### src/hdl/pfg_pkg.sv
// Types, constants and register codes shared by the periodic frame generator.
`default_nettype none
package pfg_pkg;

   // Frame identifiers and fixed payload bytes.
   localparam logic [10:0] ID_SPEED_FRAME  = 11'd201;
   localparam logic [10:0] ID_ENGINE_FRAME = 11'd1217;
   localparam logic [10:0] ID_TRANS_FRAME  = 11'd505;
   localparam logic [10:0] ID_CODE_FRAME   = 11'd1984;
   localparam logic [7:0]  COOLANT_BYTE    = 8'd90;
   localparam logic [7:0]  OIL_BYTE        = 8'd40;
   localparam logic [7:0]  GEAR_VALUE      = 8'd3;
   localparam logic [15:0] OVERREV_CODE    = 16'h0217;

   // Byte counts of the four frame kinds.
   localparam logic [3:0] LEN_SPEED  = 4'd4;
   localparam logic [3:0] LEN_ENGINE = 4'd2;
   localparam logic [3:0] LEN_TRANS  = 4'd1;
   localparam logic [3:0] LEN_CODE   = 4'd2;

   // Register indexes on the configuration port.
   localparam logic [2:0] REG_PERIOD_SPEED  = 3'd0;
   localparam logic [2:0] REG_PERIOD_ENGINE = 3'd1;
   localparam logic [2:0] REG_PERIOD_TRANS  = 3'd2;
   localparam logic [2:0] REG_RPM_FLOOR     = 3'd3;
   localparam logic [2:0] REG_RPM_CEILING   = 3'd4;
   localparam logic [2:0] REG_RPM_INCREMENT = 3'd5;
   localparam logic [2:0] REG_SPEED_TOP     = 3'd6;
   localparam logic [2:0] REG_PROFILE_MODE  = 3'd7;

   // Register reset values.
   localparam logic [15:0] RST_PERIOD_SPEED  = 16'd100;
   localparam logic [15:0] RST_PERIOD_ENGINE = 16'd500;
   localparam logic [15:0] RST_PERIOD_TRANS  = 16'd200;
   localparam logic [15:0] RST_RPM_FLOOR     = 16'd700;
   localparam logic [15:0] RST_RPM_CEILING   = 16'd6000;
   localparam logic [15:0] RST_RPM_INCREMENT = 16'd50;
   localparam logic [15:0] RST_SPEED_TOP     = 16'd2500;

   // Profile mode codes.
   localparam logic [1:0] MODE_RAMP  = 2'd0;
   localparam logic [1:0] MODE_IDLE  = 2'd1;
   localparam logic [1:0] MODE_FAULT = 2'd2;

   // Input word kind code.
   localparam logic KIND_INJECT = 1'b1;

   // Configuration register set.
   typedef struct packed {
      logic [15:0] period_speed_ms;
      logic [15:0] period_engine_ms;
      logic [15:0] period_trans_ms;
      logic [15:0] rpm_floor;
      logic [15:0] rpm_ceiling;
      logic [15:0] rpm_increment;
      logic [15:0] speed_top_x10;
      logic [1:0]  profile_mode;
   } cfg_type;

   // Classified command passed from the front end to the back end.
   typedef struct packed {
      logic        inject;
      logic [15:0] code;
      logic        room;
      logic        speed_due;
      logic        engine_due;
      logic        trans_due;
   } cmd_type;

   // One outgoing frame.
   typedef struct packed {
      logic [10:0] frame_id;
      logic [3:0]  byte_count;
      logic [63:0] payload;
      logic        last;
   } frame_type;

   // Back-end sequencer states.
   typedef enum logic [2:0] {
      ST_IDLE,
      ST_RAMP,
      ST_MULT,
      ST_DIV,
      ST_PLAN,
      ST_EMIT
   } back_state_type;

endpackage
`default_nettype wire

### src/hdl/pfg_req_if.sv
// Input channel interface: tick and inject words.
`default_nettype none
interface pfg_req_if;
   logic        valid;
   logic        ready;
   logic        kind;
   logic [31:0] now_ms;
   logic [15:0] trouble_code;
   logic        queue_has_room;

   modport source (output valid, kind, now_ms, trouble_code, queue_has_room, input ready);
   modport sink   (input valid, kind, now_ms, trouble_code, queue_has_room, output ready);
endinterface
`default_nettype wire

### src/hdl/pfg_rsp_if.sv
// Result channel interface: generated frames.
`default_nettype none
interface pfg_rsp_if;
   logic        valid;
   logic        ready;
   logic [10:0] frame_id;
   logic [3:0]  byte_count;
   logic [63:0] payload;
   logic        last;

   modport source (output valid, frame_id, byte_count, payload, last, input ready);
   modport sink   (input valid, frame_id, byte_count, payload, last, output ready);
endinterface
`default_nettype wire

### src/hdl/pfg_front.sv
// Front end: accepts input words, checks the period timers and classifies each word.
`default_nettype none
module pfg_front (
   input  wire logic            clock,
   input  wire logic            reset,
   pfg_req_if.sink              req_port,
   input  wire pfg_pkg::cfg_type cfg,
   input  wire logic            queue_full,
   output logic                 push,
   output pfg_pkg::cmd_type     push_cmd
);
   import pfg_pkg::*;

   logic [31:0] speed_last_ff, speed_last_in;
   logic [31:0] engine_last_ff, engine_last_in;
   logic [31:0] trans_last_ff, trans_last_in;
   logic        speed_due, engine_due, trans_due;
   logic        is_tick;

   assign req_port.ready = !queue_full;
   assign push           = req_port.valid && !queue_full;
   assign is_tick        = (req_port.kind != KIND_INJECT);

   // Wrapping elapsed time against each period.
   always_comb begin
      speed_due  = (req_port.now_ms - speed_last_ff)  >= {16'b0, cfg.period_speed_ms};
      engine_due = (req_port.now_ms - engine_last_ff) >= {16'b0, cfg.period_engine_ms};
      trans_due  = (req_port.now_ms - trans_last_ff)  >= {16'b0, cfg.period_trans_ms};
   end

   // Command word for the back end.
   always_comb begin
      push_cmd.inject     = !is_tick;
      push_cmd.code       = req_port.trouble_code;
      push_cmd.room       = req_port.queue_has_room;
      push_cmd.speed_due  = is_tick && speed_due;
      push_cmd.engine_due = is_tick && engine_due;
      push_cmd.trans_due  = is_tick && trans_due;
   end

   // A due timer restarts from the current time.
   always_comb begin
      speed_last_in  = speed_last_ff;
      engine_last_in = engine_last_ff;
      trans_last_in  = trans_last_ff;
      if (push && is_tick) begin
         if (speed_due) begin
            speed_last_in = req_port.now_ms;
         end
         if (engine_due) begin
            engine_last_in = req_port.now_ms;
         end
         if (trans_due) begin
            trans_last_in = req_port.now_ms;
         end
      end
   end

   always_ff @(posedge clock) begin
      if (reset) begin
         speed_last_ff  <= '0;
         engine_last_ff <= '0;
         trans_last_ff  <= '0;
      end else begin
         speed_last_ff  <= speed_last_in;
         engine_last_ff <= engine_last_in;
         trans_last_ff  <= trans_last_in;
      end
   end

endmodule
`default_nettype wire

### src/hdl/pfg_queue.sv
// Short command queue between the front end and the back end.
`default_nettype none
module pfg_queue #(
   parameter int DEPTH = 2
) (
   input  wire logic            clock,
   input  wire logic            reset,
   input  wire logic            push,
   input  wire pfg_pkg::cmd_type push_cmd,
   input  wire logic            pop,
   output pfg_pkg::cmd_type     pop_cmd,
   output logic                 full,
   output logic                 empty
);
   import pfg_pkg::*;

   localparam int AW = (DEPTH > 1) ? $clog2(DEPTH) : 1;
   localparam int CW = $clog2(DEPTH + 1);

   cmd_type         mem_ff [DEPTH];
   logic [AW-1:0]   wr_ptr_ff, wr_ptr_in;
   logic [AW-1:0]   rd_ptr_ff, rd_ptr_in;
   logic [CW-1:0]   count_ff, count_in;

   assign full    = (count_ff == CW'(DEPTH));
   assign empty   = (count_ff == '0);
   assign pop_cmd = mem_ff[rd_ptr_ff];

   // Pointer and fill count update.
   always_comb begin
      wr_ptr_in = wr_ptr_ff;
      rd_ptr_in = rd_ptr_ff;
      count_in  = count_ff;
      if (push) begin
         wr_ptr_in = (wr_ptr_ff == AW'(DEPTH - 1)) ? '0 : wr_ptr_ff + 1'b1;
      end
      if (pop) begin
         rd_ptr_in = (rd_ptr_ff == AW'(DEPTH - 1)) ? '0 : rd_ptr_ff + 1'b1;
      end
      if (push && !pop) begin
         count_in = count_ff + 1'b1;
      end else if (pop && !push) begin
         count_in = count_ff - 1'b1;
      end
   end

   always_ff @(posedge clock) begin
      if (reset) begin
         wr_ptr_ff <= '0;
         rd_ptr_ff <= '0;
         count_ff  <= '0;
      end else begin
         wr_ptr_ff <= wr_ptr_in;
         rd_ptr_ff <= rd_ptr_in;
         count_ff  <= count_in;
      end
   end

   // Entry storage.
   always_ff @(posedge clock) begin
      if (push) begin
         mem_ff[wr_ptr_ff] <= push_cmd;
      end
   end

endmodule
`default_nettype wire

### src/hdl/pfg_back.sv
// Back end: engine speed ramp, vehicle speed divider, trouble code state and frame output.
`default_nettype none
module pfg_back (
   input  wire logic             clock,
   input  wire logic             reset,
   input  wire pfg_pkg::cfg_type cfg,
   input  wire logic             queue_empty,
   input  wire pfg_pkg::cmd_type pop_cmd,
   output logic                  pop,
   input  wire logic             out_ready,
   output logic                  out_valid,
   output pfg_pkg::frame_type    out_frame
);
   import pfg_pkg::*;

   back_state_type state_ff, state_in;
   cmd_type        cmd_ff, cmd_in;
   logic [15:0]    rpm_ff, rpm_in;
   logic           down_ff, down_in;
   logic           pend_ff, pend_in;
   logic [15:0]    pend_code_ff, pend_code_in;
   logic [15:0]    range_ff, range_in;
   logic           zero_ff, zero_in;
   logic [16:0]    rem_ff, rem_in;
   logic [31:0]    quo_ff, quo_in;
   logic [4:0]     cnt_ff, cnt_in;
   logic [15:0]    speed_ff, speed_in;
   logic [3:0]     mask_ff, mask_in;
   logic [15:0]    code_out_ff, code_out_in;
   logic           out_valid_ff, out_valid_in;
   frame_type      out_frame_ff, out_frame_in;

   logic signed [17:0] step_next;
   logic           ge_ceil, le_floor;
   logic [16:0]    mid_sum;
   logic           arm, code_go;
   logic [16:0]    trial;
   logic           trial_fits;
   logic           out_free, load;
   logic [3:0]     low_bit, mask_rest;
   frame_type      frame_next;

   assign out_free  = !out_valid_ff || out_ready;
   assign out_valid = out_valid_ff;
   assign out_frame = out_frame_ff;

   // Ramp step without wrap, compared against both ends.
   always_comb begin
      if (down_ff) begin
         step_next = $signed({2'b0, rpm_ff}) - $signed({2'b0, cfg.rpm_increment});
      end else begin
         step_next = $signed({2'b0, rpm_ff}) + $signed({2'b0, cfg.rpm_increment});
      end
      ge_ceil  = step_next >= $signed({2'b0, cfg.rpm_ceiling});
      le_floor = step_next <= $signed({2'b0, cfg.rpm_floor});
   end

   // Fault arming and the decision on the trouble code frame.
   always_comb begin
      mid_sum = {1'b0, cfg.rpm_floor} + {1'b0, cfg.rpm_ceiling};
      arm     = cmd_ff.trans_due && (cfg.profile_mode == MODE_FAULT) && !pend_ff
                && (rpm_ff > mid_sum[16:1]);
      code_go = cmd_ff.room && (pend_ff || arm);
   end

   // One restoring division step.
   always_comb begin
      trial      = {rem_ff[15:0], quo_ff[31]};
      trial_fits = trial >= {1'b0, range_ff};
   end

   // Lowest pending frame slot: speed, engine, transmission, code.
   always_comb begin
      low_bit   = mask_ff & (~mask_ff + 4'd1);
      mask_rest = mask_ff & ~low_bit;
   end

   // Frame contents for the selected slot.
   always_comb begin
      frame_next.last = (mask_rest == 4'b0);
      case (low_bit)
         4'b0001: begin
            frame_next.frame_id   = ID_SPEED_FRAME;
            frame_next.byte_count = LEN_SPEED;
            frame_next.payload    = {32'b0, speed_ff[7:0], speed_ff[15:8],
                                     rpm_ff[7:0], rpm_ff[15:8]};
         end
         4'b0010: begin
            frame_next.frame_id   = ID_ENGINE_FRAME;
            frame_next.byte_count = LEN_ENGINE;
            frame_next.payload    = {48'b0, OIL_BYTE, COOLANT_BYTE};
         end
         4'b0100: begin
            frame_next.frame_id   = ID_TRANS_FRAME;
            frame_next.byte_count = LEN_TRANS;
            frame_next.payload    = {56'b0, GEAR_VALUE};
         end
         default: begin
            frame_next.frame_id   = ID_CODE_FRAME;
            frame_next.byte_count = LEN_CODE;
            frame_next.payload    = {48'b0, code_out_ff[7:0], code_out_ff[15:8]};
         end
      endcase
   end

   // Next state of the sequencer.
   always_comb begin
      state_in = state_ff;
      case (state_ff)
         ST_IDLE: begin
            if (!queue_empty && !pop_cmd.inject) begin
               state_in = pop_cmd.speed_due ? ST_RAMP : ST_PLAN;
            end
         end
         ST_RAMP: state_in = ST_MULT;
         ST_MULT: state_in = ST_DIV;
         ST_DIV: begin
            if (cnt_ff == 5'd31) begin
               state_in = ST_PLAN;
            end
         end
         ST_PLAN: state_in = ST_EMIT;
         ST_EMIT: begin
            if (mask_ff == 4'b0) begin
               state_in = ST_IDLE;
            end
         end
         default: state_in = ST_IDLE;
      endcase
   end

   // Sequencer outputs.
   always_comb begin
      pop  = (state_ff == ST_IDLE) && !queue_empty;
      load = (state_ff == ST_EMIT) && (mask_ff != 4'b0) && out_free;
   end

   // Datapath next values.
   always_comb begin
      cmd_in       = cmd_ff;
      rpm_in       = rpm_ff;
      down_in      = down_ff;
      pend_in      = pend_ff;
      pend_code_in = pend_code_ff;
      range_in     = range_ff;
      zero_in      = zero_ff;
      rem_in       = rem_ff;
      quo_in       = quo_ff;
      cnt_in       = cnt_ff;
      speed_in     = speed_ff;
      mask_in      = mask_ff;
      code_out_in  = code_out_ff;
      case (state_ff)
         ST_IDLE: begin
            if (pop) begin
               cmd_in = pop_cmd;
               if (pop_cmd.inject) begin
                  pend_code_in = pop_cmd.code;
                  pend_in      = 1'b1;
               end
            end
         end
         ST_RAMP: begin
            if (cfg.profile_mode == MODE_IDLE) begin
               rpm_in = cfg.rpm_floor;
            end else if (ge_ceil) begin
               rpm_in  = cfg.rpm_ceiling;
               down_in = 1'b1;
            end else if (le_floor) begin
               rpm_in  = cfg.rpm_floor;
               down_in = 1'b0;
            end else begin
               rpm_in = step_next[15:0];
            end
         end
         ST_MULT: begin
            zero_in  = (cfg.rpm_ceiling <= cfg.rpm_floor) || (rpm_ff <= cfg.rpm_floor);
            range_in = cfg.rpm_ceiling - cfg.rpm_floor;
            quo_in   = 32'(cfg.speed_top_x10) * 32'(16'(rpm_ff - cfg.rpm_floor));
            rem_in   = '0;
            cnt_in   = '0;
         end
         ST_DIV: begin
            rem_in = trial_fits ? trial - {1'b0, range_ff} : trial;
            quo_in = {quo_ff[30:0], trial_fits};
            cnt_in = cnt_ff + 5'd1;
         end
         ST_PLAN: begin
            if (zero_ff) begin
               speed_in = '0;
            end else if (quo_ff[31:16] != 16'b0) begin
               speed_in = 16'hFFFF;
            end else begin
               speed_in = quo_ff[15:0];
            end
            mask_in     = {code_go, cmd_ff.trans_due, cmd_ff.engine_due, cmd_ff.speed_due};
            code_out_in = arm ? OVERREV_CODE : pend_code_ff;
            if (arm) begin
               pend_code_in = OVERREV_CODE;
               pend_in      = 1'b1;
            end
            if (code_go) begin
               pend_in = 1'b0;
            end
         end
         ST_EMIT: begin
            if (load) begin
               mask_in = mask_rest;
            end
         end
         default: ;
      endcase
   end

   // Output register.
   always_comb begin
      out_valid_in = load || (out_valid_ff && !out_ready);
      out_frame_in = load ? frame_next : out_frame_ff;
   end

   // Control state.
   always_ff @(posedge clock) begin
      if (reset) begin
         state_ff     <= ST_IDLE;
         rpm_ff       <= RST_RPM_FLOOR;
         down_ff      <= 1'b0;
         pend_ff      <= 1'b0;
         pend_code_ff <= '0;
         cnt_ff       <= '0;
         mask_ff      <= '0;
         out_valid_ff <= 1'b0;
      end else begin
         state_ff     <= state_in;
         rpm_ff       <= rpm_in;
         down_ff      <= down_in;
         pend_ff      <= pend_in;
         pend_code_ff <= pend_code_in;
         cnt_ff       <= cnt_in;
         mask_ff      <= mask_in;
         out_valid_ff <= out_valid_in;
      end
   end

   // Payload registers.
   always_ff @(posedge clock) begin
      cmd_ff       <= cmd_in;
      range_ff     <= range_in;
      zero_ff      <= zero_in;
      rem_ff       <= rem_in;
      quo_ff       <= quo_in;
      speed_ff     <= speed_in;
      code_out_ff  <= code_out_in;
      out_frame_ff <= out_frame_in;
   end

   // No frame slots are left over once the sequencer is back in idle.
   a_idle_mask: assert property (@(posedge clock) disable iff (reset)
      state_ff == ST_IDLE |-> mask_ff == 4'b0)
      else $error("frame slots left pending in idle");

   // A frame marked last leaves no further slots.
   a_last_clears: assert property (@(posedge clock) disable iff (reset)
      load && frame_next.last |=> mask_ff == 4'b0)
      else $error("slots remain after last frame");

   // The divider only runs on a non-empty range, unless the speed is forced to zero.
   a_div_range: assert property (@(posedge clock) disable iff (reset)
      state_ff == ST_DIV |-> (range_ff != 16'b0) || zero_ff)
      else $error("divider running on empty range");

endmodule
`default_nettype wire

### src/hdl/periodic_can_frame_generator.sv
// Top level of the periodic frame generator: registers, front end, queue and back end.
//
//  Channel   Direction  Protocol        Word
//  req_port  in         valid/ready     tick or trouble code inject
//  rsp_port  out        valid/ready     one frame (id, byte count, payload, last)
//  csr_*     in/out     APB-style       eight configuration registers at 4*i
//
// A tick that makes the speed frame due passes the ramp, multiply and 32-step restoring
// divider states for the vehicle speed; other ticks go straight to planning. Frames leave
// at one per cycle while the result channel is free; an inject word only stores its code.
// Reset is synchronous and active high; it clears the timers, the ramp and any pending code.
// The front end keeps accepting words while the command queue has room, so a stalled
// result channel only holds the back end.
`default_nettype none
module periodic_can_frame_generator #(
   parameter int QUEUE_DEPTH = 2
) (
   input  wire logic        clock,
   input  wire logic        reset,
   pfg_req_if.sink          req_port,
   pfg_rsp_if.source        rsp_port,
   input  wire logic        csr_psel,
   input  wire logic        csr_penable,
   input  wire logic        csr_pwrite,
   input  wire logic [4:0]  csr_paddr,
   input  wire logic [31:0] csr_pwdata,
   output logic [31:0]      csr_prdata,
   output logic             csr_pready
);
   import pfg_pkg::*;

   cfg_type   cfg_ff, cfg_in;
   logic [2:0] reg_index;
   logic      csr_write;
   logic      push, pop, queue_full, queue_empty;
   cmd_type   push_cmd, pop_cmd;
   frame_type out_frame;
   logic      out_valid;

   assign csr_pready = 1'b1;
   assign reg_index  = csr_paddr[4:2];
   assign csr_write  = csr_psel && csr_penable && csr_pwrite;

   // Register write decode.
   always_comb begin
      cfg_in = cfg_ff;
      if (csr_write) begin
         case (reg_index)
            REG_PERIOD_SPEED:  cfg_in.period_speed_ms  = csr_pwdata[15:0];
            REG_PERIOD_ENGINE: cfg_in.period_engine_ms = csr_pwdata[15:0];
            REG_PERIOD_TRANS:  cfg_in.period_trans_ms  = csr_pwdata[15:0];
            REG_RPM_FLOOR:     cfg_in.rpm_floor        = csr_pwdata[15:0];
            REG_RPM_CEILING:   cfg_in.rpm_ceiling      = csr_pwdata[15:0];
            REG_RPM_INCREMENT: cfg_in.rpm_increment    = csr_pwdata[15:0];
            REG_SPEED_TOP:     cfg_in.speed_top_x10    = csr_pwdata[15:0];
            REG_PROFILE_MODE:  cfg_in.profile_mode     = csr_pwdata[1:0];
            default: ;
         endcase
      end
   end

   // Register read-back.
   always_comb begin
      case (reg_index)
         REG_PERIOD_SPEED:  csr_prdata = {16'b0, cfg_ff.period_speed_ms};
         REG_PERIOD_ENGINE: csr_prdata = {16'b0, cfg_ff.period_engine_ms};
         REG_PERIOD_TRANS:  csr_prdata = {16'b0, cfg_ff.period_trans_ms};
         REG_RPM_FLOOR:     csr_prdata = {16'b0, cfg_ff.rpm_floor};
         REG_RPM_CEILING:   csr_prdata = {16'b0, cfg_ff.rpm_ceiling};
         REG_RPM_INCREMENT: csr_prdata = {16'b0, cfg_ff.rpm_increment};
         REG_SPEED_TOP:     csr_prdata = {16'b0, cfg_ff.speed_top_x10};
         REG_PROFILE_MODE:  csr_prdata = {30'b0, cfg_ff.profile_mode};
         default:           csr_prdata = '0;
      endcase
   end

   always_ff @(posedge clock) begin
      if (reset) begin
         cfg_ff.period_speed_ms  <= RST_PERIOD_SPEED;
         cfg_ff.period_engine_ms <= RST_PERIOD_ENGINE;
         cfg_ff.period_trans_ms  <= RST_PERIOD_TRANS;
         cfg_ff.rpm_floor        <= RST_RPM_FLOOR;
         cfg_ff.rpm_ceiling      <= RST_RPM_CEILING;
         cfg_ff.rpm_increment    <= RST_RPM_INCREMENT;
         cfg_ff.speed_top_x10    <= RST_SPEED_TOP;
         cfg_ff.profile_mode     <= MODE_RAMP;
      end else begin
         cfg_ff <= cfg_in;
      end
   end

   pfg_front u_front (
      .clock      (clock),
      .reset      (reset),
      .req_port   (req_port),
      .cfg        (cfg_ff),
      .queue_full (queue_full),
      .push       (push),
      .push_cmd   (push_cmd)
   );

   pfg_queue #(
      .DEPTH (QUEUE_DEPTH)
   ) u_queue (
      .clock    (clock),
      .reset    (reset),
      .push     (push),
      .push_cmd (push_cmd),
      .pop      (pop),
      .pop_cmd  (pop_cmd),
      .full     (queue_full),
      .empty    (queue_empty)
   );

   pfg_back u_back (
      .clock       (clock),
      .reset       (reset),
      .cfg         (cfg_ff),
      .queue_empty (queue_empty),
      .pop_cmd     (pop_cmd),
      .pop         (pop),
      .out_ready   (rsp_port.ready),
      .out_valid   (out_valid),
      .out_frame   (out_frame)
   );

   // Result channel.
   assign rsp_port.valid      = out_valid;
   assign rsp_port.frame_id   = out_frame.frame_id;
   assign rsp_port.byte_count = out_frame.byte_count;
   assign rsp_port.payload    = out_frame.payload;
   assign rsp_port.last       = out_frame.last;

endmodule
`default_nettype wire
### src/flat_wrapper.sv
// flat-port wrapper written by rule: the top's interface ports become plain ports
module periodic_can_frame_generator_flat import pfg_pkg::*;
#(
   parameter int QUEUE_DEPTH = 2
)
  (clock, reset, csr_psel, csr_penable, csr_pwrite, csr_paddr, csr_pwdata, csr_prdata, csr_pready, req_port_valid, req_port_kind, req_port_now_ms, req_port_trouble_code, req_port_queue_has_room, req_port_ready, rsp_port_valid, rsp_port_frame_id, rsp_port_byte_count, rsp_port_payload, rsp_port_last, rsp_port_ready);
  pfg_req_if req_port_i ();
  pfg_rsp_if rsp_port_i ();
  input  wire logic clock;
  input  wire logic reset;
  input  wire logic csr_psel;
  input  wire logic csr_penable;
  input  wire logic csr_pwrite;
  input  wire logic [4:0] csr_paddr;
  input  wire logic [31:0] csr_pwdata;
  output logic [31:0] csr_prdata;
  output logic csr_pready;
  input wire logic [$bits(req_port_i.valid)-1:0] req_port_valid;
  input wire logic [$bits(req_port_i.kind)-1:0] req_port_kind;
  input wire logic [$bits(req_port_i.now_ms)-1:0] req_port_now_ms;
  input wire logic [$bits(req_port_i.trouble_code)-1:0] req_port_trouble_code;
  input wire logic [$bits(req_port_i.queue_has_room)-1:0] req_port_queue_has_room;
  output wire logic [$bits(req_port_i.ready)-1:0] req_port_ready;
  output wire logic [$bits(rsp_port_i.valid)-1:0] rsp_port_valid;
  output wire logic [$bits(rsp_port_i.frame_id)-1:0] rsp_port_frame_id;
  output wire logic [$bits(rsp_port_i.byte_count)-1:0] rsp_port_byte_count;
  output wire logic [$bits(rsp_port_i.payload)-1:0] rsp_port_payload;
  output wire logic [$bits(rsp_port_i.last)-1:0] rsp_port_last;
  input wire logic [$bits(rsp_port_i.ready)-1:0] rsp_port_ready;
  assign req_port_i.valid = req_port_valid;
  assign req_port_i.kind = req_port_kind;
  assign req_port_i.now_ms = req_port_now_ms;
  assign req_port_i.trouble_code = req_port_trouble_code;
  assign req_port_i.queue_has_room = req_port_queue_has_room;
  assign req_port_ready = req_port_i.ready;
  assign rsp_port_valid = rsp_port_i.valid;
  assign rsp_port_frame_id = rsp_port_i.frame_id;
  assign rsp_port_byte_count = rsp_port_i.byte_count;
  assign rsp_port_payload = rsp_port_i.payload;
  assign rsp_port_last = rsp_port_i.last;
  assign rsp_port_i.ready = rsp_port_ready;
  periodic_can_frame_generator #(.QUEUE_DEPTH(QUEUE_DEPTH)) u_core (.clock(clock), .reset(reset), .req_port(req_port_i), .rsp_port(rsp_port_i), .csr_psel(csr_psel), .csr_penable(csr_penable), .csr_pwrite(csr_pwrite), .csr_paddr(csr_paddr), .csr_pwdata(csr_pwdata), .csr_prdata(csr_prdata), .csr_pready(csr_pready));
endmodule
### config.mk
export PLATFORM = sky130hd
export DESIGN_NAME = periodic_can_frame_generator_flat
export DESIGN_NICKNAME = d
export VERILOG_FILES = /design/src/hdl/pfg_pkg.sv /design/src/hdl/pfg_req_if.sv /design/src/hdl/pfg_rsp_if.sv /design/src/hdl/pfg_front.sv /design/src/hdl/pfg_queue.sv /design/src/hdl/pfg_back.sv /design/src/hdl/periodic_can_frame_generator.sv /design/src/flat_wrapper.sv
export SDC_FILE = /design/constraint.sdc
export NUM_CORES = 2
export LEC_CHECK = 0
export BUFFER_PORTS_ARGS = -buffer_cell sky130_fd_sc_hd__buf_2
export CAP_MARGIN = 5
export CORE_MARGIN = 4
export CORE_UTILIZATION = 44
export CTS_CLUSTER_SIZE = 40
export DETAILED_ROUTE_END_ITERATION = 10
export HOLD_SLACK_MARGIN = 0.03
export SLEW_MARGIN = 20
export SYNTH_ARGS = -nofsm -noshare
export SYNTH_HDL_FRONTEND = slang
export SYNTH_SLANG_ARGS = --single-unit
### constraint.sdc
create_clock -name clock -period 12.3 [get_ports clock]
set_clock_uncertainty 0.15 [all_clocks]
set_input_delay 0 -clock clock [delete_from_list [all_inputs] [get_ports clock]]
set_output_delay 0 -clock clock [all_outputs]
set_load 0.05 [all_outputs]
# After elaboration in Yosys (flattened, before gate mapping)

Memory sizes are Yosys's and may differ from the RTL's. A register that Yosys moved wholly into a read port is not among the register bits.
Cells that the tools add are included.

Register bits: 442
RAM bits: 42
Input bits: 94
Output and inout bits: 115
Logic and storage cells: 190
Memories: 1

Add/sub/neg operators: 15
Multipliers: 1
$lt $le $gt $ge: 9
Equal/unequal tests: 26
Muxes and demuxes: 37
Bitwise operators: 6
Reduce and logical (&&, ||, !) cells: 59

Memories:

| memory                | words | bits a word | read ports | clocked after memory_dff | write ports | line            | text |
|---|---|---|---|---|---|---|---|
| u_core.u_queue.mem_ff | 2     | 21          | 1          | 1                        | 1           | pfg_queue.sv:20 | `cmd_type mem_ff [DEPTH];` |

Operators with widths:

| operator             | number |
|---|---|
| $pmux W32 S8         | 1 |
| $pmux W79 S3         | 1 |
| $mux W16             | 8 |
| $ge A32 B16 Y1       | 3 |
| $sub A32 B32 Y32     | 3 |
| $pmux W16 S2         | 2 |
| $pmux W32 S2         | 1 |
| $sub A16 B16 Y16     | 3 |
| $add A16 B16 Y17     | 2 |
| $le A16 B16 Y1       | 2 |
| $mul A16 B16 Y32     | 1 |
| $reduce_and A2 Y1    | 13 |
| $eq A3 B3 Y1 const B | 6 |
| $ge A18 B17 Y1       | 1 |
| $le A18 B17 Y1       | 1 |
| $logic_and A1 B1 Y1  | 18 |
| $mux W18             | 1 |
| $pmux W3 S6          | 1 |
| $ge A17 B16 Y1       | 1 |
| $sub A16 B16 Y17     | 1 |
| $gt A16 B16 Y1       | 1 |
| $reduce_bool A16 Y1  | 1 |
| $eq A3 B2 Y1 const B | 4 |
| $mux W1              | 12 |
| 33 further kinds     | 65 |

# Depth between registers and ports, before layout

Word-level depth: 8
Depth in mapped cells: 38
Mapped depth without buffers: 37

# By module

Synthesis repeated with hierarchy kept, for this count alone.

Cells, all modules: 4,654
Area, all modules: 40,562.7 µm²

By module, submodules not included:

| module                       | instances | cells each | area an instance (µm²) | seq. area each (µm²) |
|---|---|---|---|---|
| pfg_back                     | 1         | 2,461      | 22,131.2               | 5,175.0 |
| pfg_front                    | 1         | 1,496      | 11,121.9               | 1,921.8 |
| periodic_can_frame_generator | 1         | 610        | 5,594.1                | 2,282.2 |
| pfg_queue                    | 1         | 87         | 1,715.4                | 1,361.3 |

# Least setup slack after synthesis

OpenSTA, ideal clock, no wires.

Path type: reg-to-reg
Start point: reg u_core.cfg_ff[51] in the netlist's numbering
End point: reg u_core.u_back.quo_ff[31] (data pin)
Setup time: 0.270 ns
Data arrival time: 8.557 ns
Data required time: 11.880 ns
Path slack: 3.323 ns
Stages on the path, launching flop included: 35
Path buffers: 1
Clock period less this slack: 8.977 ns
Path through: dfxtp_1 inv_1 ha_1 nor2b_1 o21ai_0 a21boi_1 o21ai_0 a21boi_1 o2111ai_1 nand3_1 o41ai_1 o211ai_1 a211oi_1 clkbuf_1 nand2_1 fa_1 fa_1 inv_1 fa_1 fa_1 fa_1 inv_1 fa_1 inv_1 ha_1 a21o_1 a21oi_1 nand2b_1 nand3_1 nand4_1 a31oi_1 or4_1 a31oi_1 xnor2_1 a21oi_1

Word-level cells in the longest chain between the ends: 3

Ends and longest elaborated chain:

| what                         | line                               | text |
|---|---|---|
| start, declared              | periodic_can_frame_generator.sv:32 | `cfg_type cfg_ff, cfg_in;` |
| start signal, assigned       | periodic_can_frame_generator.sv:88 | `cfg_ff <= cfg_in;` |
| $sub A16 B16 Y16             | pfg_back.sv:179                    | `quo_in = 32'(cfg.speed_top_x10) * 32'(16'(rpm_ff - cfg.rpm_floor));` |
| $mul A16 B16 Y32             | pfg_back.sv:179                    |  |
| $pmux W32 S2                 | pfg_back.sv:153                    | `case (state_ff)` |
| net u_core.u_back.quo_in[31] | pfg_back.sv:25                     | `logic [31:0] quo_ff, quo_in;` |
| end signal, assigned         | pfg_back.sv:250                    | `quo_ff <= quo_in;` |
| end, declared                | pfg_back.sv:25                     |  |

The timed path passes the listed nets, and every way through them passes these cells.
A chain may end at the register's enable or synchronous reset.

# Worst setup path in the final report

Ends and elaborated chain as after synthesis.

==> impl_metrics.json <==
{
  "coreArea_um2": 88650,
  "num_vias": 33250,
  "numPortBuffers": 136,
  "track_usage": 0.2431,
  "ys_top_cells_by_area": "edfxtp_1 14%, dfxtp_1 13%, ha_1 12%, fa_1 10%, inv_1 5.0%",
  "setup_viol": 0,
  "min_path_type": "input port to flop",
  "dp_hpwl_um": 87340,
  "post-cts-setup-buffer-count": 0,
  "r2r_slack_ns": 2.41,
  "grt_pass1_wl_um": 182500,
  "cpMostUsedCell": "fa_1",
  "async_reset_ff_frac": 0,
  "worstSkewPairLatency_ns": 0.64,
  "slowest_stage": "o41ai_1",
  "yosys-top-cells-count": "527 x inv_1, 507 x nand2_1, 393 x ha_1",
  "synth_seq_cells": 445,
  "rsz0062_at_grt": "no",
  "drv_cap": 0,
  "seq_area_um2": 10740,
  "postRouteWirelength_um": 116300,
  "wl_per_cell_um": 19.48,
  "ys_seq_area_frac": 0.2724,
  "numCtsBuffers": 53,
  "reg2reg_depth": 34,
  "gp_congestion": 0.9345,
  "critPathCaptureType": "flop",
  "startpoint_type": "flop",
  "cts_max_path_buffers": 3,
  "relSlewSlack": 0.2504,
  "synth_area_leader_cell": "edfxtp_1",
  "synth_cells": 4643,
  "area_growth_pct": 10.89,
  "slew_viol_final": 0,
  "worstReg2RegStart": "u_core.cfg_ff[51]$_SDFFE_PP0P_",
  "tightestPinTransition_ns": 1.117,
  "numClockSinks": 445,
  "r2r-end": "u_core.u_back.quo_ff[31]$_DFFE_PP_",
  "critical_path_class": "flop to flop",
  "arrival_ns": 10.09,
  "syn_area_um2": 39430,
  "yosysMostFrequentCell": "inv_1",
  "drive_above_1_share": 0.07599,
  "worstHoldPathCells": 4,
  "fill_cells": 8613,
  "fin_crit_sh": 0.8042,
  "grt_max_degree": 136,
  "postSynthAreaPerCell_um2": 8.493,
  "hold_end": "u_core.u_front.trans_last_ff[8]$_SDFFE_PP0P_",
  "status": "finished, final reports clean",
  "viasPerCell": 5.568,
  "rows": 109,
  "start_util": 0.4448,
  "min_from": "req_port_now_ms[8]",
  "fin_tns_setup_ns": 0,
  "cts_max_level": 2,
  "dieHeight_um": 307.4,
  "max_stage_delay_ns": 0.66,
  "ys_types": 90,
  "dieArea_um2": 94480,
  "grt_pass1_vias": 32050,
  "fin_nets": 5449,
  "path_clk_slew_ns": 0.07,
  "drc": 0,
  "cp.required_ns": 12.50,
  "synth_top_area_frac": 0.1394,
  "drt_iter0_markers": 2642,
  "yosysWarnings": 0,
  "path_max_fanout": 26,
  "antenna_found_initial": 4,
  "synth_edf_count": 183,
  "multiInputGateArea_um2": 25600,
  "dr.pass1.iters": 8,
  "finalHoldViolations": 0,
  "final_antenna_net_count": 0,
  "synthFlopType": "dfxtp_1",
  "overflow": 0,
  "io_pins": 209,
  "cts_tree": "done",
  "min_period_ns": 9.892,
  "fmax_mhz": 101.1,
  "die_x_um": 307.4,
  "cts_root_buffer": "clkbuf_16"
}
[state kept, by name, indices dropped and copies added (netlist names), 2 cells and up, named ones only]
name,flops
u_core.cfg_ff,114
u_core.u_back.cmd_ff,4
u_core.u_back.cnt_ff,5
u_core.u_back.code_out_ff,16
u_core.u_back.mask_ff,4
u_core.u_back.out_frame,40
u_core.u_back.pend_code_ff,16
u_core.u_back.quo_ff,32
u_core.u_back.range_ff,16
u_core.u_back.rem_ff,16
u_core.u_back.rpm_ff,16
u_core.u_back.speed_ff,16
u_core.u_back.state_ff,3
u_core.u_front.engine_last_ff,32
u_core.u_front.speed_last_ff,32
u_core.u_front.trans_last_ff,32
u_core.u_queue.count_ff,2
u_core.u_queue.mem_ff,42
[worst max-delay path by stage]
| stage | from | end | slack (ns) |
|---|---|---|---|
| finish | u_core.cfg_ff[51]$_SDFFE_PP0P_ | u_core.u_back.quo_ff[31]$_DFFE_PP_ | 2.41 |
| global route | u_core.cfg_ff[51]$_SDFFE_PP0P_ | u_core.u_back.quo_ff[31]$_DFFE_PP_ | 1.71 |
| CTS | u_core.cfg_ff[51]$_SDFFE_PP0P_ | u_core.u_back.quo_ff[31]$_DFFE_PP_ | 2.38 |
| detailed placement | u_core.cfg_ff[51]$_SDFFE_PP0P_ | u_core.u_back.quo_ff[31]$_DFFE_PP_ | 2.45 |
| global placement | u_core.u_back.rpm_ff[1]$_SDFFE_PP0P_ | u_core.u_back.quo_ff[31]$_DFFE_PP_ | 2.52 |
| floorplan | u_core.cfg_ff[51]$_SDFFE_PP0P_ | u_core.u_back.quo_ff[31]$_DFFE_PP_ | 3.32 |
[cell families (layout without fill, tap and decap cells)]
logic type | count (synthesis) | in the layout | synth area share
buffers and inverters | 811 | 919 | 0.08507
adder cells (fa/ha/maj) | 596 | 596 | 0.2278
multiplexers | 142 | 142 | 0.03668
AO/OA/AOI/OAI | 1052 | 1052 | 0.1744
flip-flops | 445 | 445 | 0.2724
XOR/XNOR | 146 | 146 | 0.03243
AND/OR/NAND/NOR | 1449 | 1449 | 0.1712
other | 2 | 58 | 0.0001904
[critical path, delay by kind of cell, from the launching register on]
kind / cells / cell delay, ns
flip-flops: 1 / 0.49
multiplexers: 1 / 0.15
AND/OR/NAND/NOR: 6 / 1.18
buffers and inverters: 5 / 0.67
AO/OA/AOI/OAI: 13 / 3.12
adder cells (fa/ha/maj): 8 / 3.70
XOR/XNOR: 1 / 0.14
[final cells by class]
cell class	instances	share of cell area
Antenna cell	4	0.0002289
Clock buffer	65	0.03250
Clock inverter	34	0.009642
Inverter	529	0.04541
Multi-Input combinational cell	3439	0.5853
Sequential cell	445	0.2456
Tap cell	1165	0.03333
Timing Repair Buffer	291	0.04793
[what timing repair did]
item / 4_1_cts / 5_1_grt
gates resized for setup: 0 / 0
hold buffers: 97 / 0
hold endpoints to repair: 282 / 0
endpoints found under the setup margin: 0 / 0
[stage by stage]
stage	util	setup WS, ns	cell area, um^2	hold slack [ns]	std cells
after detailed placement	0.4614	2.455	40910	0.04248	5772
after CTS	0.4932	2.380	43720	0.04145	5968
after global routing	0.4932	1.707	43720	0.07625	5969
after floorplan	-	3.323	39630	-0.05113	4695
after global placement	0.4614	2.518	40900	0.03930	5772
final	0.4933	2.408	43730	0.08785	5972
[routing by layer]
layer,vias to the layer above,global-route usage,share of wire
li1,16100,-,-
met1,16000,0.3206,0.44
met4,0,0.07914,0.036
met5,-,0,0
met3,212,0.03184,0.053
met2,940,0.4150,0.47
[layout by cell type (no fill, tap or decap), drive strengths merged, types with 106 or more instances in the layout]
| master | n |
|---|---|
| nand3 | 106 |
| inv | 531 |
| fa | 203 |
| edfxtp | 183 |
| nand2 | 507 |
| and2 | 135 |
| dfxtp | 262 |
| mux2i | 122 |
| o21ai | 165 |
| ha | 393 |
| nor2 | 364 |
| buf | 193 |
| a21o | 106 |
| a21oi | 359 |
Power is not shown: default switching activity piles up to over one toggle a cycle in this logic, so the estimate is an artifact.
